$ cat config.mk
export PLATFORM = sky130hd
export DESIGN_NAME = obstacle_clearance_speed_governor
export DESIGN_NICKNAME = d
export VERILOG_FILES = /design/src/hw/rtl/ocsg_pkg.sv /design/src/hw/rtl/ocsg_ram.sv /design/src/hw/rtl/ocsg_ctrl.sv /design/src/hw/rtl/ocsg_datapath.sv /design/src/hw/rtl/obstacle_clearance_speed_governor.sv
export SDC_FILE = /design/constraint.sdc
export NUM_CORES = 2
export LEC_CHECK = 0
export ABC_AREA = 1
export BUFFER_PORTS_ARGS = -buffer_cell sky130_fd_sc_hd__buf_2
export CORE_AREA = 3 3 308 310
export DETAILED_ROUTE_END_ITERATION = 16
export DIE_AREA = 0 0 311 313
export PLACE_DENSITY = 0.84
export SLEW_MARGIN = 20
export SYNTH_ARGS = -nofsm -noshare
export SYNTH_HDL_FRONTEND = slang
export SYNTH_SLANG_ARGS = --single-unit
export TNS_END_PERCENT = 30
$ cat constraint.sdc
create_clock -name clk_i -period 6.7 [get_ports clk_i]
set_input_delay 0.335 -clock clk_i [delete_from_list [all_inputs] [get_ports clk_i]]
set_output_delay 0.335 -clock clk_i [all_outputs]
set_load 0.05 [all_outputs]
$ cat src/hw/rtl/ocsg_pkg.sv
// Shared types, register codes and constants of the obstacle clearance speed governor.
`default_nettype none

package ocsg_pkg;

  localparam int unsigned DIST_W     = 16;
  localparam int unsigned SPEED_W    = 16;
  localparam int unsigned VC_W       = 7;
  localparam int unsigned REC_W      = 10;
  localparam int unsigned CFG_IDX_W  = 3;
  localparam int unsigned CFG_DATA_W = 16;

  localparam int unsigned WINDOW_DEPTH_DEF    = 8;
  localparam int unsigned PRIMITIVE_COUNT_DEF = 64;

  // distance code meaning "no obstacle"
  localparam logic [DIST_W-1:0] DIST_NONE = 16'hFFFF;

  typedef enum logic [CFG_IDX_W-1:0] {
    REG_DETECT_DIST  = 3'd0,
    REG_RELEASE_DIST = 3'd1,
    REG_MIN_CLEAR    = 3'd2,
    REG_RAMP_INV     = 3'd3,
    REG_REC_CYCLES   = 3'd4,
    REG_MIN_SPEED    = 3'd5,
    REG_MAX_SPEED    = 3'd6,
    REG_REC_CAP      = 3'd7
  } cfg_reg_e;

  localparam logic [DIST_W-1:0]  DETECT_DIST_RST  = 16'd512;
  localparam logic [DIST_W-1:0]  RELEASE_DIST_RST = 16'd640;
  localparam logic [DIST_W-1:0]  MIN_CLEAR_RST    = 16'd128;
  localparam logic [15:0]        RAMP_INV_RST     = 16'd171;
  localparam logic [REC_W-1:0]   REC_CYCLES_RST   = 10'd20;
  localparam logic [SPEED_W-1:0] MIN_SPEED_RST    = 16'd1229;
  localparam logic [SPEED_W-1:0] MAX_SPEED_RST    = 16'd6144;
  localparam logic [SPEED_W-1:0] REC_CAP_RST      = 16'd2048;

  typedef struct packed {
    logic [DIST_W-1:0] raw_closest_distance;
    logic [VC_W-1:0]   valid_count;
  } in_t;

  typedef struct packed {
    logic [DIST_W-1:0]  filtered_distance;
    logic               avoiding;
    logic               estop;
    logic               recovery_active;
    logic [SPEED_W-1:0] speed;
  } out_t;

  typedef struct packed {
    logic accept;
    logic scan_en;
    logic eval;
    logic mul1;
    logic mul2;
    logic mul3;
    logic out_load;
  } ctrl_cmd_t;

  typedef struct packed {
    logic scan_last;
    logic div_done;
  } dp_status_t;

endpackage

`default_nettype wire

$ cat src/hw/rtl/ocsg_ram.sv
// Generic single-write, single-read RAM with registered read data.
`default_nettype none

module ocsg_ram #(
  parameter int unsigned WIDTH = 16,
  parameter int unsigned DEPTH = 8,
  localparam int unsigned AW = (DEPTH > 1) ? $clog2(DEPTH) : 1
) (
  input  wire logic             clk_i,
  input  wire logic             we_i,
  input  wire logic [AW-1:0]    waddr_i,
  input  wire logic [WIDTH-1:0] wdata_i,
  input  wire logic             re_i,
  input  wire logic [AW-1:0]    raddr_i,
  output logic      [WIDTH-1:0] rdata_o
);

  logic [WIDTH-1:0] mem_q [DEPTH];
  logic [WIDTH-1:0] rdata_q;

  always_ff @(posedge clk_i) begin
    if (we_i) begin
      mem_q[waddr_i] <= wdata_i;
    end
    if (re_i) begin
      rdata_q <= mem_q[raddr_i];
    end
  end

  assign rdata_o = rdata_q;

endmodule

`default_nettype wire

$ cat src/hw/rtl/ocsg_ctrl.sv
// Sequencer of the speed governor: steps the datapath through scan, evaluate and multiply.
`default_nettype none

module ocsg_ctrl (
  input  wire logic                   clk_i,
  input  wire logic                   rst_ni,
  input  wire logic                   in_valid_i,
  output logic                        in_ready_o,
  output logic                        out_valid_o,
  input  wire logic                   out_ready_i,
  input  wire ocsg_pkg::dp_status_t   status_i,
  output ocsg_pkg::ctrl_cmd_t         cmd_o
);

  typedef enum logic [2:0] {
    ST_IDLE,
    ST_SCAN,
    ST_DRAIN,
    ST_EVAL,
    ST_MUL1,
    ST_MUL2,
    ST_MUL3,
    ST_DONE
  } state_e;

  state_e state_q;
  logic   in_ready_q;
  logic   out_valid_q;

  always_comb begin
    cmd_o          = '0;
    cmd_o.accept   = in_valid_i && in_ready_q;
    cmd_o.scan_en  = (state_q == ST_SCAN);
    cmd_o.eval     = (state_q == ST_EVAL);
    cmd_o.mul1     = (state_q == ST_MUL1);
    cmd_o.mul2     = (state_q == ST_MUL2);
    cmd_o.mul3     = (state_q == ST_MUL3);
    // result register must be free (or drained this cycle) and the quotient settled
    cmd_o.out_load = (state_q == ST_DONE) && status_i.div_done &&
                     (!out_valid_q || out_ready_i);
  end

  always_ff @(posedge clk_i or negedge rst_ni) begin
    if (!rst_ni) begin
      state_q     <= ST_IDLE;
      in_ready_q  <= 1'b1;
      out_valid_q <= 1'b0;
    end else begin
      if (cmd_o.out_load) begin
        out_valid_q <= 1'b1;
      end else if (out_ready_i) begin
        out_valid_q <= 1'b0;
      end
      unique case (state_q)
        ST_IDLE: begin
          if (cmd_o.accept) begin
            state_q    <= ST_SCAN;
            in_ready_q <= 1'b0;
          end
        end
        ST_SCAN: begin
          if (status_i.scan_last) begin
            state_q <= ST_DRAIN;
          end
        end
        ST_DRAIN: state_q <= ST_EVAL;
        ST_EVAL:  state_q <= ST_MUL1;
        ST_MUL1:  state_q <= ST_MUL2;
        ST_MUL2:  state_q <= ST_MUL3;
        ST_MUL3:  state_q <= ST_DONE;
        ST_DONE: begin
          if (cmd_o.out_load) begin
            state_q    <= ST_IDLE;
            in_ready_q <= 1'b1;
          end
        end
        default: state_q <= ST_IDLE;
      endcase
    end
  end

  assign in_ready_o  = in_ready_q;
  assign out_valid_o = out_valid_q;

`ifndef NO_ASSERTIONS
  a_accept_blocks: assert property (@(posedge clk_i) disable iff (!rst_ni)
    (in_valid_i && in_ready_q) |=> !in_ready_q)
    else $error("request taken while previous one still in work");

  a_load_free: assert property (@(posedge clk_i) disable iff (!rst_ni)
    cmd_o.out_load |-> (!out_valid_q || out_ready_i))
    else $error("result register overwritten before it was taken");

  a_load_div: assert property (@(posedge clk_i) disable iff (!rst_ni)
    cmd_o.out_load |-> status_i.div_done)
    else $error("result loaded before density quotient finished");
`endif

endmodule

`default_nettype wire

$ cat src/hw/rtl/ocsg_datapath.sv
// Datapath of the speed governor: config registers, distance window, min scan and speed math.
`default_nettype none

module ocsg_datapath #(
  parameter int unsigned WINDOW_DEPTH    = ocsg_pkg::WINDOW_DEPTH_DEF,
  parameter int unsigned PRIMITIVE_COUNT = ocsg_pkg::PRIMITIVE_COUNT_DEF
) (
  input  wire logic                                clk_i,
  input  wire logic                                rst_ni,
  input  wire logic                                cfg_we_i,
  input  wire logic [ocsg_pkg::CFG_IDX_W-1:0]      cfg_idx_i,
  input  wire logic [ocsg_pkg::CFG_DATA_W-1:0]     cfg_wdata_i,
  input  wire ocsg_pkg::in_t                       in_data_i,
  input  wire ocsg_pkg::ctrl_cmd_t                 cmd_i,
  output ocsg_pkg::dp_status_t                     status_o,
  output ocsg_pkg::out_t                           out_data_o
);

  localparam int unsigned DW    = ocsg_pkg::DIST_W;
  localparam int unsigned SW    = ocsg_pkg::SPEED_W;
  localparam int unsigned RW    = ocsg_pkg::REC_W;
  localparam int unsigned AW    = (WINDOW_DEPTH > 1) ? $clog2(WINDOW_DEPTH) : 1;
  localparam int unsigned PC_W  = $clog2(PRIMITIVE_COUNT + 1);
  localparam int unsigned CMP_W = (PC_W > ocsg_pkg::VC_W) ? PC_W : ocsg_pkg::VC_W;
  localparam int unsigned X_W   = SW + PC_W;
  localparam int unsigned PC_LOG = $clog2(PRIMITIVE_COUNT);
  localparam int unsigned RSH   = X_W + PC_LOG;
  localparam int unsigned RC_W  = X_W + 1;
  // ceil(2^RSH / PRIMITIVE_COUNT): exact floor quotient for any X_W-bit dividend
  localparam longint unsigned RECIP_L =
    ((64'd1 << RSH) + 64'(PRIMITIVE_COUNT) - 64'd1) / 64'(PRIMITIVE_COUNT);

  localparam logic [AW-1:0]    LAST_ADDR = AW'(WINDOW_DEPTH - 1);
  localparam logic [CMP_W-1:0] PC_CMP    = CMP_W'(PRIMITIVE_COUNT);
  localparam logic [X_W-1:0]   HALF_PC   = X_W'(PRIMITIVE_COUNT / 2);
  localparam logic [RC_W-1:0]  RECIP     = RC_W'(RECIP_L);
  localparam logic [16:0]      T_ONE     = 17'h10000;

  // configuration registers
  logic [DW-1:0] detect_q, release_q, minclr_q;
  logic [15:0]   ramp_q;
  logic [RW-1:0] rec_cycles_q;
  logic [SW-1:0] min_speed_q, max_speed_q, rec_cap_q;

  always_ff @(posedge clk_i or negedge rst_ni) begin
    if (!rst_ni) begin
      detect_q     <= ocsg_pkg::DETECT_DIST_RST;
      release_q    <= ocsg_pkg::RELEASE_DIST_RST;
      minclr_q     <= ocsg_pkg::MIN_CLEAR_RST;
      ramp_q       <= ocsg_pkg::RAMP_INV_RST;
      rec_cycles_q <= ocsg_pkg::REC_CYCLES_RST;
      min_speed_q  <= ocsg_pkg::MIN_SPEED_RST;
      max_speed_q  <= ocsg_pkg::MAX_SPEED_RST;
      rec_cap_q    <= ocsg_pkg::REC_CAP_RST;
    end else if (cfg_we_i) begin
      unique case (ocsg_pkg::cfg_reg_e'(cfg_idx_i))
        ocsg_pkg::REG_DETECT_DIST:  detect_q     <= cfg_wdata_i;
        ocsg_pkg::REG_RELEASE_DIST: release_q    <= cfg_wdata_i;
        ocsg_pkg::REG_MIN_CLEAR:    minclr_q     <= cfg_wdata_i;
        ocsg_pkg::REG_RAMP_INV:     ramp_q       <= cfg_wdata_i;
        ocsg_pkg::REG_REC_CYCLES:   rec_cycles_q <= cfg_wdata_i[RW-1:0];
        ocsg_pkg::REG_MIN_SPEED:    min_speed_q  <= cfg_wdata_i;
        ocsg_pkg::REG_MAX_SPEED:    max_speed_q  <= cfg_wdata_i;
        ocsg_pkg::REG_REC_CAP:      rec_cap_q    <= cfg_wdata_i;
        default: ;
      endcase
    end
  end

  // ---------------------------------------------------------------- window
  logic [AW-1:0]           wptr_q;
  logic [AW-1:0]           scan_addr_q;
  logic [WINDOW_DEPTH-1:0] wvalid_q;
  logic                    rd_pend_q;
  logic                    rd_vld_q;
  logic [DW-1:0]           rdata;
  logic [DW-1:0]           cand;
  logic [DW-1:0]           min_q;

  ocsg_ram #(
    .WIDTH (DW),
    .DEPTH (WINDOW_DEPTH)
  ) u_window (
    .clk_i   (clk_i),
    .we_i    (cmd_i.accept),
    .waddr_i (wptr_q),
    .wdata_i (in_data_i.raw_closest_distance),
    .re_i    (cmd_i.scan_en),
    .raddr_i (scan_addr_q),
    .rdata_o (rdata)
  );

  // entries never written read as "no obstacle"
  assign cand = rd_vld_q ? rdata : ocsg_pkg::DIST_NONE;

  always_ff @(posedge clk_i or negedge rst_ni) begin
    if (!rst_ni) begin
      wptr_q      <= '0;
      scan_addr_q <= '0;
      wvalid_q    <= '0;
      rd_pend_q   <= 1'b0;
      rd_vld_q    <= 1'b0;
      min_q       <= ocsg_pkg::DIST_NONE;
    end else begin
      rd_pend_q <= cmd_i.scan_en;
      if (cmd_i.accept) begin
        wvalid_q[wptr_q] <= 1'b1;
        wptr_q           <= (wptr_q == LAST_ADDR) ? '0 : wptr_q + AW'(1);
        scan_addr_q      <= '0;
        min_q            <= ocsg_pkg::DIST_NONE;
      end
      if (cmd_i.scan_en) begin
        rd_vld_q    <= wvalid_q[scan_addr_q];
        scan_addr_q <= (scan_addr_q == LAST_ADDR) ? '0 : scan_addr_q + AW'(1);
      end
      if (rd_pend_q && (cand < min_q)) begin
        min_q <= cand;
      end
    end
  end

  // ------------------------------------------------- density ramp quotient
  logic [CMP_W-1:0]      vc_ext, vc_clip;
  logic [PC_W-1:0]       vc_sat;
  logic                  sv_up;
  logic [SW-1:0]         sv_diff;
  logic [X_W-1:0]        dv_prod;
  logic [X_W-1:0]        dividend;
  logic [X_W-1:0]        x_q;
  logic [X_W+RC_W-1:0]   q_prod;
  logic [SW-1:0]         quot_q;
  logic                  div_busy_q;
  logic                  vc_nz_q;

  assign vc_ext   = CMP_W'(in_data_i.valid_count);
  assign vc_clip  = (vc_ext > PC_CMP) ? PC_CMP : vc_ext;
  assign vc_sat   = vc_clip[PC_W-1:0];
  assign sv_up    = (max_speed_q >= min_speed_q);
  assign sv_diff  = sv_up ? (max_speed_q - min_speed_q) : (min_speed_q - max_speed_q);
  assign dv_prod  = sv_diff * vc_sat;
  assign dividend = dv_prod + HALF_PC;

  // divide by the primitive count through a reciprocal multiply
  assign q_prod = x_q * RECIP;

  always_ff @(posedge clk_i or negedge rst_ni) begin
    if (!rst_ni) begin
      div_busy_q <= 1'b0;
      vc_nz_q    <= 1'b0;
    end else if (cmd_i.accept) begin
      div_busy_q <= 1'b1;
      vc_nz_q    <= (vc_sat != '0);
    end else begin
      div_busy_q <= 1'b0;
    end
  end

  always_ff @(posedge clk_i) begin
    if (cmd_i.accept) begin
      x_q <= dividend;
    end
    if (div_busy_q) begin
      quot_q <= q_prod[RSH +: SW];
    end
  end

  // ------------------------------------------- flag, e-stop and distance ramp
  logic          det_q, estop_q;
  logic [RW-1:0] rec_q;
  logic          det_n, estop_n;
  logic [RW-1:0] rec_n;
  logic [DW-1:0] gap_q;
  logic [31:0]   t_prod;
  logic [16:0]   t_q;
  logic [33:0]   t_sq;
  logic [33:0]   t_sq_rnd;
  logic [16:0]   t2_q;
  logic [SW-1:0] top;
  logic          sd_up_q;
  logic [SW-1:0] sd_diff_q;
  logic [32:0]   sd_prod;
  logic [32:0]   sd_rnd;
  logic [SW-1:0] sd_q;
  logic [SW-1:0] sv;
  logic [SW-1:0] speed;
  ocsg_pkg::out_t out_q;

  assign det_n   = (min_q < detect_q) || (det_q && (min_q < release_q));
  assign estop_n = (min_q < minclr_q);
  assign rec_n   = estop_n ? rec_cycles_q :
                   ((rec_q != '0) ? rec_q - RW'(1) : rec_q);

  always_ff @(posedge clk_i or negedge rst_ni) begin
    if (!rst_ni) begin
      det_q   <= 1'b0;
      estop_q <= 1'b0;
      rec_q   <= '0;
    end else if (cmd_i.eval) begin
      det_q   <= det_n;
      estop_q <= estop_n;
      rec_q   <= rec_n;
    end
  end

  assign t_prod   = gap_q * ramp_q;
  assign t_sq     = t_q * t_q;
  assign t_sq_rnd = t_sq + 34'd32768;
  assign top      = (rec_q != '0) ? rec_cap_q : max_speed_q;
  assign sd_prod  = sd_diff_q * t2_q;
  assign sd_rnd   = sd_prod + 33'd32768;

  always_ff @(posedge clk_i) begin
    if (cmd_i.eval) begin
      gap_q <= min_q - minclr_q;
    end
    if (cmd_i.mul1) begin
      t_q <= (t_prod > 32'(T_ONE)) ? T_ONE : t_prod[16:0];
    end
    if (cmd_i.mul2) begin
      t2_q      <= t_sq_rnd[32:16];
      sd_up_q   <= (top >= min_speed_q);
      sd_diff_q <= (top >= min_speed_q) ? (top - min_speed_q) : (min_speed_q - top);
    end
    if (cmd_i.mul3) begin
      sd_q <= sd_up_q ? (min_speed_q + sd_rnd[31:16]) : (min_speed_q - sd_rnd[31:16]);
    end
  end

  assign sv     = sv_up ? (min_speed_q + quot_q) : (min_speed_q - quot_q);
  assign speed  = (estop_q || !vc_nz_q) ? '0 : ((sd_q < sv) ? sd_q : sv);

  always_ff @(posedge clk_i) begin
    if (cmd_i.out_load) begin
      out_q.filtered_distance <= min_q;
      out_q.avoiding          <= det_q;
      out_q.estop             <= estop_q;
      out_q.recovery_active   <= (rec_q != '0);
      out_q.speed             <= speed;
    end
  end

  assign out_data_o         = out_q;
  assign status_o.scan_last = (scan_addr_q == LAST_ADDR);
  assign status_o.div_done  = !div_busy_q;

`ifndef NO_ASSERTIONS
  a_estop_zero: assert property (@(posedge clk_i) disable iff (!rst_ni)
    (cmd_i.out_load && estop_q) |=> (out_q.speed == '0))
    else $error("nonzero speed delivered with e-stop set");

  a_rec_flag: assert property (@(posedge clk_i) disable iff (!rst_ni)
    cmd_i.out_load |=> (out_q.recovery_active == (rec_q != '0)))
    else $error("recovery flag disagrees with recovery counter");

  a_wptr_range: assert property (@(posedge clk_i) disable iff (!rst_ni)
    wptr_q <= LAST_ADDR)
    else $error("window write pointer out of range");
`endif

endmodule

`default_nettype wire

$ cat src/hw/rtl/obstacle_clearance_speed_governor.sv
// Top level of the obstacle clearance speed governor.
`default_nettype none

// Takes one request per planning cycle (closest obstacle distance, count of free
// primitives) and returns one result: the minimum over the last WINDOW_DEPTH
// distances, the hysteresis obstacle flag, e-stop, recovery status and the
// commanded speed. From acceptance until the next request can be taken, the
// window is swept one entry per cycle through the single read port of the
// window RAM, then come a drain step, the flag and e-stop update, the
// three-multiply distance ramp and the result load. The density ramp quotient
// is formed by a reciprocal multiply in the cycle after acceptance and never
// sets the pace. The result load waits while the previous result is still
// held in the output register. A finished result sits in the output register
// while the next request is accepted. Configuration registers are written
// through cfg_we_i / cfg_idx_i / cfg_wdata_i and must only change while no
// request is in flight.
module obstacle_clearance_speed_governor #(
  parameter int unsigned WINDOW_DEPTH    = ocsg_pkg::WINDOW_DEPTH_DEF,
  parameter int unsigned PRIMITIVE_COUNT = ocsg_pkg::PRIMITIVE_COUNT_DEF
) (
  input  wire logic                            clk_i,
  input  wire logic                            rst_ni,
  input  wire logic                            cfg_we_i,
  input  wire logic [ocsg_pkg::CFG_IDX_W-1:0]  cfg_idx_i,
  input  wire logic [ocsg_pkg::CFG_DATA_W-1:0] cfg_wdata_i,
  input  wire logic                            in_valid_i,
  output logic                                 in_ready_o,
  input  wire ocsg_pkg::in_t                   in_data_i,
  output logic                                 out_valid_o,
  input  wire logic                            out_ready_i,
  output ocsg_pkg::out_t                       out_data_o
);

  ocsg_pkg::ctrl_cmd_t  cmd;
  ocsg_pkg::dp_status_t status;

  ocsg_ctrl u_ctrl (
    .clk_i       (clk_i),
    .rst_ni      (rst_ni),
    .in_valid_i  (in_valid_i),
    .in_ready_o  (in_ready_o),
    .out_valid_o (out_valid_o),
    .out_ready_i (out_ready_i),
    .status_i    (status),
    .cmd_o       (cmd)
  );

  ocsg_datapath #(
    .WINDOW_DEPTH    (WINDOW_DEPTH),
    .PRIMITIVE_COUNT (PRIMITIVE_COUNT)
  ) u_datapath (
    .clk_i       (clk_i),
    .rst_ni      (rst_ni),
    .cfg_we_i    (cfg_we_i),
    .cfg_idx_i   (cfg_idx_i),
    .cfg_wdata_i (cfg_wdata_i),
    .in_data_i   (in_data_i),
    .cmd_i       (cmd),
    .status_o    (status),
    .out_data_o  (out_data_o)
  );

endmodule

`default_nettype wire

==> impl_summary.txt <==
----------------------------------------------------
[Floorplan]
  Die X ... 311 µm
  Initial cell density of the core ... 0.5997
  Core region area ... 91940 µm²
  Height of the die ... 313 µm
  Die outline area ... 97340 µm²
  Rows ... 111
  Number of placed I/O pins ... 84

[Routing]
  Post-route ant nets ... 0
  Vias post-DR ... 45.39k
  Average wire length per cell after detail routing ... 17.62 µm
  Ratio of routed vias to standard cells ... 5.527
  Initial DRC count ... 3941
  Pre-Repair DR Iteration Count ... 9
  Detailed Route WL ... 144.7 mm
  Residual DRC count ... 0

[Placement]
  Routability cong. ... 0.9717
  Inst Count DP ... 8030
  Port Buf Inserts ... 83
  Detailed placement HPWL ... 112.3 mm
  Area after DPL ... 58590 µm²

[Worst setup path]
  Worst path required time ... 7.06 ns
  Delay-heaviest family, CP ... adder cells
  Arrival time worst endpoint ... 7.58 ns
  Library cell appearing most often on the critical path ... nand2_1
  Slowest CP cell ... fa_1
  CP Class ... flip-flop to flip-flop
  Element type at the critical path start ... flip-flop
  Crit path capture type ... flip-flop
  Critical Path Fanout Max ... 6
  Number of buffers and inverters on the critical path ... 10
  Path depth of the worst reg2reg path ... 36
  Largest stage delay on the critical path ... 0.53 ns
  CP Depth ... 36

[Global routing]
  Global-route congestion overflow total ... 0
  Vias in the first global route ... 47.66k
  Global-route wire length before repair ... 238.4 mm
  Total Routing Usage GR ... 0.3001
  Number of antenna violations at the first check in global routing ... 8
  Pin count of the biggest net entering global routing ... 97

[Clock tree]
  Maximum buffer depth of the clock tree ... 3
  Worst skew pair latency ... 0.64 ns
  Number of H-tree levels ... 2
  Register clock-pin slew on the reported worst setup and hold paths ... 0.07 ns
  TritonCTS clock tree ... done
  Buffer type at the clock tree root ... clkbuf_16
  Number of clock sinks ... 467
  Cts bufs inserted ... 48

[Layout]
  Cell Count, Final, Fillers Out ... 8213
  Total non-filler cell area in the finished layout ... 61920 µm²
  Synthesis-to-layout area growth ... 12.31%
  # nets final ... 8189
  Share of post-route cells with drive strength above 1 ... 0.1189

[Hold path]
  Hold Path Class ... primary input to flip-flop
  Worst hold path stage count ... 3

[STA]
  Highest attainable clock frequency ... 0.1384 GHz
  Unrepaired setup endpoints after global routing ... yes
  Clock tree skew after final layout ... 0.04740 ns
  Max-slew violation total from the final report ... 0
  Worst-Margin Slew ... 1.108 ns
  Final-report hold violation count ... 0
  Remaining max-slew budget at the tightest pin ... 0.2608
  Tcrit/Tclk final ... 1.078
  Final Worst Setup Slack ... -0.5229 ns
  Shortest period the worst path allows ... 7.223 ns
  # setup viols final ... 12

[Synthesis]
  Number of nets in the synthesized netlist ... 7917
  Combined area of all synthesized cells ... 55130 µm²
  Mean area per synthesized cell ... 8.288 µm²
  Number of flip-flops and latches in the synthesized netlist ... 467
  Number of synthesis warnings ... 0
  Number of enable flip-flop cells after synthesis ... 294
  Library cells used by synthesis ... 62
  Number of instances in the synthesized netlist ... 6652
  Most used DFF post-synth ... edfxtp_1
  Post-synthesis sequential area ratio ... 0.2395
  Share of flip-flops with an asynchronous set or reset ... 0.3704

[Run]
  Maxcap violations ... 0

[Status]
  Status ... finished, violations left
  Failing checks ... setup timing

----------------------------------------------------
registers in the layout, indices dropped and copies added, names as in the netlist, 17 cells and up:
register                   count
u_datapath.t_q                17
u_datapath.t2_q               17
u_datapath.out_data_o         35
u_datapath.u_window.mem_q    128
cells in the mapped netlist (all sizes together) (2+ instances only):
master | instances | area share
clkbuf | 232 | 0.016
nand4 | 34 | 0.0039
o211ai | 20 | 0.0027
o22ai | 17 | 0.0019
o21ai | 381 | 0.035
edfxtp | 294 | 0.16
or2 | 25 | 0.0028
nor3 | 41 | 0.0041
a221oi | 3 | 0.00048
nor3b | 2 | 0.00027
nand2 | 1448 | 0.099
a21o | 14 | 0.0019
xor2 | 124 | 0.020
ha | 548 | 0.12
mux2i | 4 | 0.00073
buf | 14 | 0.0017
a211oi | 5 | 0.00068
o221ai | 6 | 0.00095
nand3b | 13 | 0.0018
a21boi | 8 | 0.0011
o21a | 14 | 0.0019
a21oi | 309 | 0.029
o31ai | 7 | 0.00095
fa | 670 | 0.24
and2 | 3 | 0.00036
dfstp | 37 | 0.018
inv | 1574 | 0.11
a2111oi | 2 | 0.00032
o21bai | 13 | 0.0018
nand3 | 122 | 0.011
a31oi | 28 | 0.0032
xnor2 | 51 | 0.0081
dfrtp | 136 | 0.062
o2111ai | 3 | 0.00048
nor4 | 12 | 0.0015
o41ai | 3 | 0.00048
nor2 | 430 | 0.031
cell usage in the layout (no fill, tap or decap), types with 24 or more instances in the layout:
cell           instances
inv_1               1554
nand2_1             1391
fa_1                 663
ha_1                 525
nor2_1               379
o21ai_0              343
buf_4                327
edfxtp_1             294
a21oi_1              273
dfrtp_1              133
xor2_1               119
nand3_1              112
buf_2                 82
nand2_2               49
xnor2_1               49
clkbuf_16             49
dfstp_2               35
nand4_1               34
a21oi_2               33
o21ai_1               29
nor3_1                29
nor2_2                27
a31oi_1               26
dlygate4sd3_1         25
nor2_4                24
or2_2                 24
repair_timing:
action                                 4_1_cts  5_1_grt
gates resized for setup                     79      148
pin swaps                                   41       68
gates cloned                                 0        1
setup endpoints to repair                   11       59
endpoints found under the hold margin      206        0
setup buffers                               28       33
hold buffers                                25        0
per-layer routing:
| metal | wire (µm) | share of wire | vias up | GRT usage |
|---|---|---|---|---|
| met1 | 56720 | 0.39 | 22060 | 0.3852 |
| met3 | 11810 | 0.082 | 407 | 0.04423 |
| met2 | 70470 | 0.49 | 2035 | 0.5183 |
| met5 | 18 | 0.00012 | - | 0 |
| li1 | - | - | 20890 | - |
| met4 | 5684 | 0.039 | 2 | 0.1112 |
tightest hold or removal path: cells and delay by family:
family,cells,cell delay [ns]
AO/OA/AOI/OAI,1,0.18
buffers and inverters,2,0.28
path summary, 6_finish.rpt:
| check | start | to | slack, ns |
|---|---|---|---|
| worst min-delay path | cfg_wdata_i[13] | u_datapath.rec_cap_q[13] | 0.23 |
| worst min register to register | u_datapath.x_q[14] | u_datapath.quot_q[8] | 0.42 |
| worst max-delay path | u_datapath.sd_diff_q[4] | u_datapath.sd_q[15] | -0.52 |
| max in group asynchronous | rst_ni | u_datapath.ramp_q[6] | 4.69 |
| min in group asynchronous | rst_ni | u_datapath.wvalid_q[6] | 0.36 |
| worst max register to register | u_datapath.sd_diff_q[4] | u_datapath.sd_q[15] | -0.52 |
through the flow:
stage | setup slack (ns) | hold slack, ns | TNS [ns] | util
2_1_floorplan | -0.04844 | 0.03941 | -0.1309 | -
3_3_place_gp | -0.4339 | 0.4026 | -2.779 | 0.6373
3_5_place_dp | -0.5855 | 0.4045 | -4.211 | 0.6373
4_1_cts | -0.3110 | 0.1730 | -2.420 | 0.6640
5_1_grt | -0.8760 | 0.2121 | -8.323 | 0.6733
6_report | -0.5229 | 0.2262 | -4.405 | 0.6735
kinds of logic after synthesis:
group	Yosys count	synth area share
adder cells (fa/ha/maj)	1218	0.3676
multiplexers	4	0.0007262
buffers and inverters	1820	0.1247
flip-flops	467	0.2395
AO/OA/AOI/OAI	837	0.08281
XOR/XNOR	175	0.02821
AND/OR/NAND/NOR	2131	0.1564
layout make-up:
class                      instances  area (µm²)
antenna                            6       15.01
inverter                        1574        5913
clock buffer                      53        1251
multi-input combinational       4366       36000
tap                             1243        1555
fill                            7071       30020
sequential                       467       13220
timing repair buffer             467        3575
clock inverter                    37       399.1
Power is left out: the tool's default activity adds up to more than one toggle a clock period on the data nets, which glitch-free logic cannot reach.
